**config.mk**
```make
export PLATFORM = sky130hd
export DESIGN_NAME = first_fit_segment_allocator_unit
export DESIGN_NICKNAME = d
export VERILOG_FILES = /design/src/rtl/ffsa_pkg.sv /design/src/rtl/first_fit_segment_allocator_unit.sv /design/src/rtl/ffsa_rec_mem.sv /design/src/rtl/ffsa_prep.sv
export VERILOG_INCLUDE_DIRS = /design/src /design/src/rtl
export SDC_FILE = /design/constraint.sdc
export NUM_CORES = 2
export LEC_CHECK = 0
export BUFFER_PORTS_ARGS = -buffer_cell sky130_fd_sc_hd__buf_2
export CAP_MARGIN = 20
export CORE_MARGIN = 3
export CORE_UTILIZATION = 54
export CTS_BUF_LIST = sky130_fd_sc_hd__clkbuf_8
export CTS_CLUSTER_DIAMETER = 120
export DETAILED_ROUTE_END_ITERATION = 8
export GPL_ROUTABILITY_DRIVEN = 0
export PLACE_DENSITY = 0.78
export SKIP_LAST_GASP = 1
export SYNTH_ARGS = -nofsm -noshare
export SYNTH_HDL_FRONTEND = slang
export SYNTH_SLANG_ARGS = --single-unit
export TNS_END_PERCENT = 10
```
**constraint.sdc**
```tcl
create_clock -name i_clk -period 13.3 [get_ports i_clk]
set_clock_uncertainty 0.05 [all_clocks]
set_input_delay 0 -clock i_clk [delete_from_list [all_inputs] [get_ports i_clk]]
set_output_delay 0 -clock i_clk [all_outputs]
set_load 0.005 [all_outputs]
```
**src/rtl/assert_macros.svh**
```systemverilog
// Assertion macros for the RTL file that carries checks.
`ifndef ASSERT_MACROS_SVH
`define ASSERT_MACROS_SVH

// Check a property outside reset.
`define FFSA_ASSERT(lbl, prop, msg) \
    lbl: assert property (@(posedge i_clk) disable iff (!i_rst_n) prop) else $error(msg);

// Check a property at every edge, reset included.
`define FFSA_ASSERT_ALWAYS(lbl, prop, msg) \
    lbl: assert property (@(posedge i_clk) prop) else $error(msg);

`endif

```
**src/rtl/ffsa_pkg.sv**
```systemverilog
// Types and constants of the first-fit segment allocator.
package ffsa_pkg;

    localparam logic [6:0] LINK_NULL = 7'd127;

    typedef enum logic {
        CMD_ALLOC = 1'b0,
        CMD_FREE  = 1'b1
    } t_cmd;

    typedef enum logic [1:0] {
        ST_OK       = 2'd0,
        ST_NOMEM    = 2'd1,
        ST_NOTFOUND = 2'd2
    } t_status;

    typedef enum logic [3:0] {
        S_IDLE,
        S_PREP,
        S_EVAL,
        S_EVALNX,
        S_WR_NEW,
        S_WR_CUR,
        S_WR_NX,
        S_FINISH
    } t_state;

    // One segment record as held in the record memory.
    typedef struct packed {
        logic [15:0] offset;
        logic [15:0] length;
        logic        is_free;
        logic [6:0]  link;
    } t_rec;

    // Result of the size rounding and spare record search.
    typedef struct packed {
        logic        done;
        logic [16:0] need;
        logic        spare_ok;
        logic [5:0]  spare;
    } t_prep;

endpackage

```
**src/rtl/first_fit_segment_allocator_unit.sv**
```systemverilog
// Top level of the first-fit segment allocator: walk controller and result register.
//
// Usage: one request channel (i_in_valid / o_in_stall with i_cmd, i_request_size,
// i_payload_address) and one result channel (o_out_valid / i_out_stall with
// o_status, o_granted_address). Each request gives exactly one result.
// An allocate request first rounds its size and finds a spare record, then walks
// the segment chain from record 0 one record per cycle through the record memory
// read port; on a fit it writes the split-off tail, if any, then the found record.
// A free walks the same way, reads the successor of the hit segment when it has
// one, and writes the freed record and, with a merge, the absorbed successor. The
// walk visits at most MAX_SEGMENTS records; a free of the null address answers
// without walking the chain.
// One request is worked at a time; the next one can be taken in the cycle after the
// result is loaded, while that result waits, and the block holds its last step until
// the slot drains. While the receiver stalls, the result holds steady.
// Reset is synchronous: the chain becomes one free segment spanning the heap
// and the block is ready on the first cycle after reset.
`include "assert_macros.svh"

module first_fit_segment_allocator_unit #(
    parameter int HEAP_BYTES   = 65536,
    parameter int HEADER_BYTES = 24,
    parameter int ALIGN_BYTES  = 8,
    parameter int MAX_SEGMENTS = 64
) (
    input  logic        i_clk,
    input  logic        i_rst_n,
    input  logic        i_in_valid,
    output logic        o_in_stall,
    input  logic        i_cmd,
    input  logic [15:0] i_request_size,
    input  logic [15:0] i_payload_address,
    output logic        o_out_valid,
    input  logic        i_out_stall,
    output logic [1:0]  o_status,
    output logic [15:0] o_granted_address
);

    localparam int IDX_W = $clog2(MAX_SEGMENTS);

    ffsa_pkg::t_state  r_state, n_state;
    ffsa_pkg::t_cmd    r_cmd, n_cmd;
    logic [15:0]       r_addr, n_addr;
    logic [IDX_W-1:0]  r_cur, n_cur;
    logic [IDX_W-1:0]  r_nx, n_nx;
    logic [6:0]        r_steps, n_steps;
    ffsa_pkg::t_rec    r_rec, n_rec;
    ffsa_pkg::t_rec    r_nxrec, n_nxrec;
    logic [16:0]       r_need, n_need;
    logic [IDX_W-1:0]  r_spare, n_spare;
    logic              r_spare_ok, n_spare_ok;
    logic              r_merge, n_merge;
    logic [MAX_SEGMENTS-1:0] r_in_use, n_in_use;
    ffsa_pkg::t_status r_status, n_status;
    logic [15:0]       r_grant, n_grant;
    logic              r_out_valid, n_out_valid;
    ffsa_pkg::t_status r_out_status, n_out_status;
    logic [15:0]       r_out_grant, n_out_grant;

    logic              w_in_accept;
    logic              w_out_free;
    logic              w_prep_start;
    ffsa_pkg::t_prep   w_prep;
    logic [63:0]       w_use_pad;
    logic              w_wr_en;
    logic [IDX_W-1:0]  w_wr_addr;
    ffsa_pkg::t_rec    w_wr_data;
    logic              w_rd_en;
    logic [IDX_W-1:0]  w_rd_addr;
    ffsa_pkg::t_rec    w_rd;
    logic              w_link_ok;
    logic [IDX_W-1:0]  w_link_idx;
    logic [6:0]        w_visit;
    logic              w_more;
    logic              w_fit;
    logic              w_hit;
    logic              w_split;

    assign w_in_accept = i_in_valid && !o_in_stall;
    assign w_out_free  = !r_out_valid || !i_out_stall;

    // Pad the in-use map with ones past the last record.
    always_comb begin
        w_use_pad = '1;
        w_use_pad[MAX_SEGMENTS-1:0] = r_in_use;
    end

    ffsa_prep #(
        .ALIGN_BYTES (ALIGN_BYTES)
    ) u_prep (
        .i_clk     (i_clk),
        .i_rst_n   (i_rst_n),
        .i_start   (w_prep_start),
        .i_req     (i_request_size),
        .i_use_pad (w_use_pad),
        .o_prep    (w_prep)
    );

    ffsa_rec_mem #(
        .DEPTH    (MAX_SEGMENTS),
        .IDX_W    (IDX_W),
        .INIT_LEN (HEAP_BYTES - HEADER_BYTES)
    ) u_mem (
        .i_clk     (i_clk),
        .i_rst_n   (i_rst_n),
        .i_wr_en   (w_wr_en),
        .i_wr_addr (w_wr_addr),
        .i_wr_data (w_wr_data),
        .i_rd_en   (w_rd_en),
        .i_rd_addr (w_rd_addr),
        .o_rd_data (w_rd)
    );

    // Judge the record just read.
    always_comb begin
        w_link_ok  = w_rd.link < 7'(MAX_SEGMENTS);
        w_link_idx = w_rd.link[IDX_W-1:0];
        w_visit    = r_steps + 7'd1;
        w_more     = w_link_ok && (w_visit < 7'(MAX_SEGMENTS));
        w_fit      = w_rd.is_free && ({1'b0, w_rd.length} >= r_need);
        w_split    = r_spare_ok && ({2'b00, w_rd.length} >=
                     ({1'b0, r_need} + 18'(HEADER_BYTES + ALIGN_BYTES)));
        w_hit      = ({1'b0, w_rd.offset} + 17'(HEADER_BYTES)) == {1'b0, r_addr};
    end

    // Next state.
    always_comb begin
        n_state = r_state;
        unique case (r_state)
            ffsa_pkg::S_IDLE: begin
                if (w_in_accept) begin
                    if (ffsa_pkg::t_cmd'(i_cmd) == ffsa_pkg::CMD_ALLOC) begin
                        n_state = ffsa_pkg::S_PREP;
                    end else if (i_payload_address == 16'd0) begin
                        n_state = ffsa_pkg::S_FINISH;
                    end else begin
                        n_state = ffsa_pkg::S_EVAL;
                    end
                end
            end
            ffsa_pkg::S_PREP: begin
                if (w_prep.done) begin
                    n_state = ffsa_pkg::S_EVAL;
                end
            end
            ffsa_pkg::S_EVAL: begin
                if (r_cmd == ffsa_pkg::CMD_ALLOC && w_fit) begin
                    n_state = w_split ? ffsa_pkg::S_WR_NEW : ffsa_pkg::S_WR_CUR;
                end else if (r_cmd == ffsa_pkg::CMD_FREE && w_hit) begin
                    n_state = (w_link_ok && w_link_idx != r_cur) ? ffsa_pkg::S_EVALNX
                                                                 : ffsa_pkg::S_WR_CUR;
                end else if (!w_more) begin
                    n_state = ffsa_pkg::S_FINISH;
                end
            end
            ffsa_pkg::S_EVALNX: n_state = ffsa_pkg::S_WR_CUR;
            ffsa_pkg::S_WR_NEW: n_state = ffsa_pkg::S_WR_CUR;
            ffsa_pkg::S_WR_CUR: n_state = r_merge ? ffsa_pkg::S_WR_NX : ffsa_pkg::S_FINISH;
            ffsa_pkg::S_WR_NX:  n_state = ffsa_pkg::S_FINISH;
            ffsa_pkg::S_FINISH: begin
                if (w_out_free) begin
                    n_state = ffsa_pkg::S_IDLE;
                end
            end
            default: n_state = ffsa_pkg::S_IDLE;
        endcase
    end

    // Datapath, memory control and result register.
    always_comb begin
        n_cmd        = r_cmd;
        n_addr       = r_addr;
        n_cur        = r_cur;
        n_nx         = r_nx;
        n_steps      = r_steps;
        n_rec        = r_rec;
        n_nxrec      = r_nxrec;
        n_need       = r_need;
        n_spare      = r_spare;
        n_spare_ok   = r_spare_ok;
        n_merge      = r_merge;
        n_in_use     = r_in_use;
        n_status     = r_status;
        n_grant      = r_grant;
        n_out_valid  = r_out_valid && i_out_stall;
        n_out_status = r_out_status;
        n_out_grant  = r_out_grant;
        w_prep_start = 1'b0;
        w_rd_en      = 1'b0;
        w_rd_addr    = '0;
        w_wr_en      = 1'b0;
        w_wr_addr    = r_cur;
        w_wr_data    = r_rec;

        unique case (r_state)
            ffsa_pkg::S_IDLE: begin
                if (w_in_accept) begin
                    n_cmd   = ffsa_pkg::t_cmd'(i_cmd);
                    n_addr  = i_payload_address;
                    n_cur   = '0;
                    n_steps = 7'd0;
                    n_merge = 1'b0;
                    n_status = ffsa_pkg::ST_OK;
                    n_grant  = 16'd0;
                    if (ffsa_pkg::t_cmd'(i_cmd) == ffsa_pkg::CMD_ALLOC) begin
                        w_prep_start = 1'b1;
                    end else if (i_payload_address != 16'd0) begin
                        w_rd_en = 1'b1;
                    end
                end
            end
            ffsa_pkg::S_PREP: begin
                if (w_prep.done) begin
                    w_rd_en    = 1'b1;
                    n_need     = w_prep.need;
                    n_spare    = IDX_W'(w_prep.spare);
                    n_spare_ok = w_prep.spare_ok;
                end
            end
            ffsa_pkg::S_EVAL: begin
                if (r_cmd == ffsa_pkg::CMD_ALLOC && w_fit) begin
                    n_rec         = w_rd;
                    n_rec.is_free = 1'b0;
                    n_status      = ffsa_pkg::ST_OK;
                    n_grant       = w_rd.offset + 16'(HEADER_BYTES);
                end else if (r_cmd == ffsa_pkg::CMD_FREE && w_hit) begin
                    n_rec         = w_rd;
                    n_rec.is_free = 1'b1;
                    n_nx          = w_link_idx;
                    n_status      = ffsa_pkg::ST_OK;
                    n_grant       = 16'd0;
                    if (w_link_ok && w_link_idx != r_cur) begin
                        w_rd_en   = 1'b1;
                        w_rd_addr = w_link_idx;
                    end
                end else if (w_more) begin
                    w_rd_en   = 1'b1;
                    w_rd_addr = w_link_idx;
                    n_cur     = w_link_idx;
                    n_steps   = w_visit;
                end else begin
                    n_status = (r_cmd == ffsa_pkg::CMD_ALLOC) ? ffsa_pkg::ST_NOMEM
                                                              : ffsa_pkg::ST_NOTFOUND;
                    n_grant  = 16'd0;
                end
            end
            ffsa_pkg::S_EVALNX: begin
                // Absorb the following segment when it is free.
                if (w_rd.is_free) begin
                    n_merge      = 1'b1;
                    n_nxrec      = w_rd;
                    n_rec.length = r_rec.length + 16'(HEADER_BYTES) + w_rd.length;
                    n_rec.link   = w_rd.link;
                end
            end
            ffsa_pkg::S_WR_NEW: begin
                // Split off the tail as a new free segment.
                w_wr_en           = 1'b1;
                w_wr_addr         = r_spare;
                w_wr_data.offset  = r_rec.offset + 16'(HEADER_BYTES) + r_need[15:0];
                w_wr_data.length  = 16'({1'b0, r_rec.length} - r_need
                                        - 17'(HEADER_BYTES));
                w_wr_data.is_free = 1'b1;
                w_wr_data.link    = r_rec.link;
                n_in_use[r_spare] = 1'b1;
                n_rec.link        = 7'(r_spare);
                n_rec.length      = r_need[15:0];
            end
            ffsa_pkg::S_WR_CUR: begin
                w_wr_en = 1'b1;
            end
            ffsa_pkg::S_WR_NX: begin
                w_wr_en           = 1'b1;
                w_wr_addr         = r_nx;
                w_wr_data         = r_nxrec;
                w_wr_data.link    = ffsa_pkg::LINK_NULL;
                w_wr_data.is_free = 1'b0;
                n_in_use[r_nx]    = 1'b0;
            end
            ffsa_pkg::S_FINISH: begin
                if (w_out_free) begin
                    n_out_valid  = 1'b1;
                    n_out_status = r_status;
                    n_out_grant  = r_grant;
                end
            end
            default: begin
            end
        endcase
    end

    // Control registers.
    always_ff @(posedge i_clk) begin
        if (!i_rst_n) begin
            r_state     <= ffsa_pkg::S_IDLE;
            r_out_valid <= 1'b0;
            r_in_use    <= MAX_SEGMENTS'(1);
        end else begin
            r_state     <= n_state;
            r_out_valid <= n_out_valid;
            r_in_use    <= n_in_use;
        end
    end

    // Payload registers.
    always_ff @(posedge i_clk) begin
        r_cmd        <= n_cmd;
        r_addr       <= n_addr;
        r_cur        <= n_cur;
        r_nx         <= n_nx;
        r_steps      <= n_steps;
        r_rec        <= n_rec;
        r_nxrec      <= n_nxrec;
        r_need       <= n_need;
        r_spare      <= n_spare;
        r_spare_ok   <= n_spare_ok;
        r_merge      <= n_merge;
        r_status     <= n_status;
        r_grant      <= n_grant;
        r_out_status <= n_out_status;
        r_out_grant  <= n_out_grant;
    end

    assign o_in_stall        = (r_state != ffsa_pkg::S_IDLE);
    assign o_out_valid       = r_out_valid;
    assign o_status          = r_out_status;
    assign o_granted_address = r_out_grant;

    // Checks.
    `FFSA_ASSERT(a_head_in_use, r_in_use[0], "head record left the chain")
    `FFSA_ASSERT(a_fail_no_grant, o_out_valid && o_status != ffsa_pkg::ST_OK |-> o_granted_address == 16'd0, "failed request carries an address")
    `FFSA_ASSERT(a_accept_busy, w_in_accept |=> r_state != ffsa_pkg::S_IDLE, "accepted request did not start")
    `FFSA_ASSERT_ALWAYS(a_reset_empty, !i_rst_n |=> !o_out_valid, "result present after reset")

endmodule

```
**src/rtl/ffsa_rec_mem.sv**
```systemverilog
// Segment record memory, one write and one registered read port.
module ffsa_rec_mem #(
    parameter int DEPTH    = 64,
    parameter int IDX_W    = 6,
    parameter int INIT_LEN = 65512
) (
    input  logic              i_clk,
    input  logic              i_rst_n,
    input  logic              i_wr_en,
    input  logic [IDX_W-1:0]  i_wr_addr,
    input  ffsa_pkg::t_rec    i_wr_data,
    input  logic              i_rd_en,
    input  logic [IDX_W-1:0]  i_rd_addr,
    output ffsa_pkg::t_rec    o_rd_data
);

    ffsa_pkg::t_rec r_mem [DEPTH];
    ffsa_pkg::t_rec r_rd_data;

    // Write; during reset seed the head record with the whole heap.
    always_ff @(posedge i_clk) begin
        if (!i_rst_n) begin
            r_mem[0] <= '{offset: 16'd0, length: 16'(INIT_LEN), is_free: 1'b1,
                          link: ffsa_pkg::LINK_NULL};
        end else if (i_wr_en) begin
            r_mem[i_wr_addr] <= i_wr_data;
        end
    end

    // Registered read.
    always_ff @(posedge i_clk) begin
        if (i_rd_en) begin
            r_rd_data <= r_mem[i_rd_addr];
        end
    end

    assign o_rd_data = r_rd_data;

endmodule

```
**src/rtl/ffsa_prep.sv**
```systemverilog
// Size rounding and spare record search, one record group of four per cycle.
module ffsa_prep #(
    parameter int ALIGN_BYTES = 8
) (
    input  logic            i_clk,
    input  logic            i_rst_n,
    input  logic            i_start,
    input  logic [15:0]     i_req,
    input  logic [63:0]     i_use_pad,
    output ffsa_pkg::t_prep o_prep
);

    // Reciprocal of the alignment, exact for any 16-bit size.
    localparam int RCP_SH = 16 + $clog2(ALIGN_BYTES);
    localparam int RCP_M  = (1 << RCP_SH) / ALIGN_BYTES + 1;

    logic        r_busy;
    logic        r_done;
    logic [3:0]  r_cnt;
    logic [15:0] r_req;
    logic [15:0] r_quo;
    logic [5:0]  r_rem;
    logic        r_found;
    logic [5:0]  r_spare;

    logic [33:0] w_prod;
    logic [15:0] w_quo;
    logic [5:0]  w_rem;
    logic [3:0]  w_grp;
    logic        w_zero;
    logic [1:0]  w_pos;

    // Quotient by reciprocal multiplication, remainder from the held quotient.
    always_comb begin
        w_prod = {18'd0, r_req} * 34'(RCP_M);
        w_quo  = 16'(w_prod >> RCP_SH);
        w_rem  = 6'(r_req - 16'(r_quo * 16'(ALIGN_BYTES)));
    end

    // Find the first unused record in the current group of four.
    always_comb begin
        w_grp  = i_use_pad[{r_cnt, 2'b00} +: 4];
        w_zero = 1'b0;
        w_pos  = 2'd0;
        for (int j = 3; j >= 0; j--) begin
            if (!w_grp[j]) begin
                w_zero = 1'b1;
                w_pos  = 2'(j);
            end
        end
    end

    // Sequence the sixteen steps.
    always_ff @(posedge i_clk) begin
        if (!i_rst_n) begin
            r_busy <= 1'b0;
            r_done <= 1'b0;
        end else if (i_start) begin
            r_busy <= 1'b1;
            r_done <= 1'b0;
        end else if (r_busy && r_cnt == 4'd15) begin
            r_busy <= 1'b0;
            r_done <= 1'b1;
        end
    end

    always_ff @(posedge i_clk) begin
        if (i_start) begin
            r_cnt   <= 4'd0;
            r_req   <= i_req;
            r_rem   <= 6'd0;
            r_found <= 1'b0;
        end else if (r_busy) begin
            r_cnt <= r_cnt + 4'd1;
            if (r_cnt == 4'd0) begin
                r_quo <= w_quo;
            end
            if (r_cnt == 4'd1) begin
                r_rem <= w_rem;
            end
            if (!r_found && w_zero) begin
                r_found <= 1'b1;
                r_spare <= {r_cnt, w_pos};
            end
        end
    end

    // Round up to the alignment.
    always_comb begin
        o_prep.done     = r_done;
        o_prep.need     = (r_rem == 6'd0) ? {1'b0, r_req}
                        : {1'b0, r_req} + (17'(ALIGN_BYTES) - {11'd0, r_rem});
        o_prep.spare_ok = r_found;
        o_prep.spare    = r_spare;
    end

endmodule

```
---- After elaboration in Yosys (flattened, before gate mapping) ----
Memories as Yosys holds them, arrays and structs flattened. A register that Yosys moved wholly into a read port is not among the register bits.
Cells that the tools add are included.
storage, ports and cells
  word-level logic and storage cells ...... 220
  bits in registers ....................... 276
  memories kept ........................... 1
  memory bits (writable) .................. 2560
  input bits .............................. 37
  output and inout bits ................... 20
memories
  memory       words  bits a word  rd ports  clocked after Yosys merged registers in  write ports  RTL line            RTL
  u_mem.r_mem  64     40           1         1                                        1            ffsa_rec_mem.sv:17  ffsa_pkg::t_rec r_mem [DEPTH];
cells by class
  eq/ne operators ......................... 20
  bitwise gates (word level) .............. 7
  muxes and demuxes ....................... 86
  shift-type cells ........................ 1
  reduce and logical (&&, ||, !) cells .... 49
  $lt $le $gt $ge ......................... 8
  $add $sub $neg .......................... 14
  multiply operators ...................... 1
operator list
  operator                  count
  $pmux W64 S2              1
  $mux W40                  3
  $mux W16                  6
  $pmux W40 S2              1
  $and A64 B64 Y64          1
  $not A64 Y64              1
  $or A64 B64 Y64           1
  $shiftx A64 B7 Y4         1
  $mux W6                   10
  $add A16 B5 Y16 const B   3
  $pmux W16 S3              1
  $reduce_or A40 Y1         1
  $mux W7                   5
  $add A16 B16 Y16          2
  $mux W1                   32
  $pmux W16 S2              1
  $pmux W4 S7               1
  $mux W4                   6
  $pmux W6 S2               2
  $mul A16 B17 Y22 const B  1
  $pmux W7 S3               1
  $add A17 B6 Y18 const B   1
  $ge A16 B18 Y1            1
  $reduce_and A3 Y1         6
  other kinds (45)          97

---- Longest topological paths before layout ----
  depth in word-level cells ............... 8
  gate-level depth with buffers ........... 20
  gate-level depth less buffers ........... 18

---- Cells and area by module ----
A second synthesis with hierarchy kept.
second synthesis, totals
  cells, all modules ...................... 5782
  area, all modules ....................... 115942.4 µm²
by module, submodules not included
  module                            area each (µm²)  seq. area each (µm²)  times used  cells each
  ffsa_rec_mem                      99336.5          78074.9               1           4126
  first_fit_segment_allocator_unit  13694.4          6436.2                1           1373
  ffsa_prep                         2911.5           1011.0                1           283

---- Least setup slack after synthesis ----
OpenSTA, ideal clock, no wires.
  path type ............................... flip-flop to flip-flop
  start ................................... register r_rec[9] (netlist bit)
  end ..................................... memory u_mem.r_mem[0][23] (netlist bit), data pin
  library setup time ...................... 0.702 ns
  buffers on the path ..................... 0
  data arrival time ....................... 5.345 ns
  cell stages (with the launch flop) ...... 17
  clock period less this slack ............ 6.097 ns
  path slack .............................. 7.203 ns
  required time ........................... 12.548 ns
  cells stage by stage .................... edfxtp_1 -> ha_1 -> ha_1 -> inv_1 -> fa_1 -> nor2b_1 -> o21ai_0 -> a21boi_0 -> o21ai_0 -> a21boi_0 -> o21ai_0 -> a21o_1 -> a21oi_1 -> a31oi_1 -> xnor2_1 -> mux2i_1 -> o21ai_0
between the ends
  cells in the longest elaborated chain, start to end .. 4
RTL lines
  what                       RTL line                                 RTL
  start, declared            first_fit_segment_allocator_unit.sv:47   ffsa_pkg::t_rec r_rec, n_rec;
  start signal, assigned     first_fit_segment_allocator_unit.sv:312  r_rec <= n_rec;
  $sub A16 B16 Y16           first_fit_segment_allocator_unit.sv:261  w_wr_data.length = 16'({1'b0, r_rec.length} - r_need
  $sub A16 B5 Y16            first_fit_segment_allocator_unit.sv:262  - 17'(HEADER_BYTES));
  $pmux W40 S2               first_fit_segment_allocator_unit.sv:195  unique case (r_state)
  $mux W40 (no source line)  n/a
  end, declared              ffsa_rec_mem.sv:17
Every way passes these cells.

---- Worst setup path after layout ----
  start ................................... register, netlist name u_mem.o_rd_data[27]
  end ..................................... register, netlist name u_mem.o_rd_data[35]
between the ends
  cells in the longest elaborated chain, start to end .. 6
RTL lines
  what                                    RTL line                                 RTL
  $add A16 B5 Y17 (*)                     first_fit_segment_allocator_unit.sv:123  w_hit = ({1'b0, w_rd.offset} + 17'(HEADER_BYTES)) == {1'b0, r_addr};
  $eq A17 B16 Y1 (*)                      first_fit_segment_allocator_unit.sv:123
  $logic_and A1 B1 Y1 (*)                 first_fit_segment_allocator_unit.sv:226  end else if (r_cmd == ffsa_pkg::CMD_FREE && w_hit) begin
  $mux W1 or $mux W6 (tied branches)      first_fit_segment_allocator_unit.sv:226
  $mux W1 or $mux W6 (tied branches)      first_fit_segment_allocator_unit.sv:221  if (r_cmd == ffsa_pkg::CMD_ALLOC && w_fit) begin
  $pmux W1 S3 or $mux W6 (tied branches)  first_fit_segment_allocator_unit.sv:195
Mark *: on every way between the ends. The rest lies on a longest branch, timed or not.
A chain may end at the register's enable or synchronous reset.

==> impl_metrics.yaml <==
finish:
  regArea_sq_um: 85520
  nets: 9542
  multi_input_area_sq_um: 31180
  final_layout_size_suffix_gt1_share_pct: 10.20
  fill_cells: 15640
  stdcell_count: 12540
  areaGrowthSynthToFinish_pct: 10.64
  finish.instance_area_sq_um: 131200
  most-common-layout-cells: "edfxtp_1 (2794), nand2_1 (2224), nand3_1 (907), clkbuf_8 (446), a21oi_1 (315)"
  final_common_cell: "edfxtp_1"
sta:
  worst_pin_slew_ns: 1.240
  tns_ns: 0
  finalCriticalPeriod_ns: 7.978
  setup_viol: 0
  maxSlewViolCount: 0
  post-route-period-util_pct: 59.99
  fmax_mhz: 125.3
  hold_ws_ns: 0.09013
  slew_headroom_pct: 17.31
  rsz0062_at_grt: "false"
  hold_violations: 0
global_routing:
  grt_pass1_vias: 79650
  met2_usage_pct: 47.70
  grt_use_met1_pct: 41.04
  grt_max_degree: 169
  grt.overflow.total: 0
  grt_util_all_layers_pct: 31.97
  grt_pass1_wl_mm: 528.5
  antenna_found_initial: 27
  met3_usage_pct: 11.08
  busiest_layer: "met2"
critical_path:
  crit_buf_inv: 5
  end_kind: "flip-flop"
  crit_family: "buffers and inverters"
  slowest_delay_ns: 0.75
  r2r-end: "u_mem.o_rd_data[35]$_DFFE_PP_"
  cp.required_ns: 14.06
  crit_chain: "inv_1 -> ha_1 -> xnor2_1 -> a2111oi_0 -> nor4bb_1 -> nand4_1 -> nor4_4 -> buf_4 -> mux2i_4 -> buf_12 -> buf_12 -> buf_4 -> a21oi_1 -> a22oi_1 -> nand4_1 -> o21ai_1 -> o221ai_1 -> o211ai_1"
  arrival_ns: 8.74
  crit_path_start_kind: "flip-flop"
  cp_max_fo: 168
  slowest_stage: "buf_4"
  critical_path_class: "reg -> reg"
  r2r_slack_ns: 5.32
  reg2reg_depth: 18
  reg2reg_from: "u_mem.o_rd_data[27]$_DFFE_PP_"
synth:
  synth-seq-cells: 2875
  syn_inst: 9131
  synthFlopType: "edfxtp_1"
  avgSynthCellArea_sq_um: 12.99
  synth_edf_count: 2794
  synthesis.area_sq_um: 118600
  syn_nets: 9311
  yosys_warnings: 0
  async_flop_share_pct: 0
  yosysSeqAreaShare_pct: 72.13
  ys_types: 88
placement:
  placedCellCount: 11690
  io_buffer_count: 56
  place_area_sq_um: 122700
  hpwl_mm: 198.3
floorplanning:
  die_h_um: 474.6
  core_region_area_sq_um: 217800
  die_w_um: 474.6
  fp-row-count: 171
  start_util_pct: 54.44
  dieArea_sq_um: 225200
  pin_count: 57
power_and_ir_drop:
  switchingPower_w: 0.005732
  p_int_w: 0.01446
  swShare_pct: 28.39
  power_w: 0.02019
  vdd_drop_max_mv: 0.1096
  comb_power_share_pct: 15.3
  powerDensity_nw_per_um2: 153.9
  p_clk_share_pct: 32.5
  seqPwrFrac_pct: 52.2
  p_leak_nw: 45.53
cts:
  clock_sinks: 2875
  holdBufCountCts: 74
  htree_levels: 5
  cts_setup_buffers: 0
  clockBufferDepth: 4
  cts-root-buf: "clkbuf_8"
  cts_tree: "yes"
  cts.clk_slew.worst_paths_ns: 0.07
  post_cts_resized: 0
  clk-insertion-delay-late_ns: 1.16
  cts_buffers: 441
routing:
  viasPerCell: 6.666
  drt-wirelength-per-cell_um: 29.34
  postRouteAntennaNets: 0
  vias: 83610
  drt-initial-drc-count: 14630
  first_pass_iters: 9
  wirelength_mm: 368.1
  drc: 0
hold_path:
  worstHoldEndpoint: "u_prep.r_req[6]$_DFFE_PP_"
  hold_class: "in -> reg"
  worstHoldStart: "i_request_size[6]"
  hold-path-cell-count: 3
outcome:
  outcome: "completed"
flow_run:
  cap_violations: 0
-- synthesized netlist by cell type, types with 124 or more instances --
cell type	count	area (sq um)
mux2i_1	168	1682
buf_2	215	1076
nand2_1	2235	8389
edfxtp_1	2794	83900
a21oi_1	321	1607
clkbuf_1	242	908.4
inv_1	124	465.5
and3_1	129	807.0
ha_1	138	1727
o21ai_0	202	1011
nand3_1	910	4554
nor2_1	244	915.9
a31oi_1	205	1282
-- stage by stage --
step                      worst slack [ns]  utilization [%]
after global routing                 5.195            60.22
after detailed placement             5.850            56.34
after CTS                            5.837            60.15
after floorplan                      7.203                -
final                                5.322            60.23
after global placement               5.884            56.33
-- state kept, by name (all words and copies together) (netlist names), 7 cells and up --
signal / cells
r_addr: 16
r_rec: 40
r_need: 17
r_nxrec: 32
u_prep.r_req: 16
r_steps: 7
r_in_use: 64
u_mem.r_mem: 2560
o_granted_address: 16
u_mem.o_rd_data: 40
r_grant: 16
-- power groups by stage --
stage	logic [W]	clock network [W]	registers [W]
5_1_grt	0.00327	0.00696	0.0105
3_5_place_dp	0.00293	0	0.0107
6_report	0.00308	0.00657	0.0105
3_3_place_gp	0.00284	0	0.0107
4_1_cts	0.00297	0.00656	0.0105
2_1_floorplan	0.00193	0	0.0106
-- cells by family after synthesis --
kind of cell,Yosys count,synth area share [%]
AOI/OAI and AO/OA,1322,7.240
xor gates and xnor gates,94,0.7059
adders and majority gates,143,1.541
buffers and inverters,676,2.419
DFF,2875,72.13
muxes,213,2.046
and+or+nand+nor,3808,13.92
-- worst register-to-register path: stages, from the launching register on --
cell and delay (ns):
edfxtp_1 0.57, inv_1 0.09, ha_1 0.33, xnor2_1 0.14, a2111oi_0 0.61, nor4bb_1 0.31
nand4_1 0.19, nor4_4 0.41, buf_4 0.49, mux2i_4 0.59, buf_12 0.41, buf_12 0.69
buf_4 0.99, a21oi_1 0.18, a22oi_1 0.22, nand4_1 0.15, o21ai_1 0.31, o221ai_1 0.23
o211ai_1 0.75
-- layout make-up --
| type | count | area share (%) |
|---|---|---|
| timing repair buffer | 336 | 2.173 |
| clock buffer | 446 | 4.679 |
| tap | 2854 | 2.722 |
| multi-input combinational | 5580 | 23.77 |
| clock inverter | 310 | 1.077 |
| antenna | 14 | 0.02670 |
| sequential | 2875 | 65.19 |
| inverter | 128 | 0.3662 |
-- layer usage --
| layer | share of wire (%) | vias up |
|---|---|---|
| li1 | - | 34430 |
| met3 | 17 | 1516 |
| met4 | 6.5 | 20 |
| met1 | 33 | 40000 |
| met5 | 0.036 | - |
| met2 | 44 | 7653 |
-- worst max path at each step --
stage	start	end	slack, ns	cells after the start
floorplan	r_rec[9]$_DFFE_PP_	u_mem.r_mem[0][23]$_DFFE_PP_	7.20	16
global placement	u_mem.o_rd_data[27]$_DFFE_PP_	u_mem.o_rd_data[35]$_DFFE_PP_	5.88	18
detailed placement	u_mem.o_rd_data[27]$_DFFE_PP_	u_mem.o_rd_data[31]$_DFFE_PP_	5.85	17
CTS	u_mem.o_rd_data[27]$_DFFE_PP_	u_mem.o_rd_data[31]$_DFFE_PP_	5.84	17
global route	u_mem.o_rd_data[27]$_DFFE_PP_	u_mem.o_rd_data[35]$_DFFE_PP_	5.19	18
finish	u_mem.o_rd_data[27]$_DFFE_PP_	u_mem.o_rd_data[35]$_DFFE_PP_	5.32	18
(Power assumes the default switching activity.)
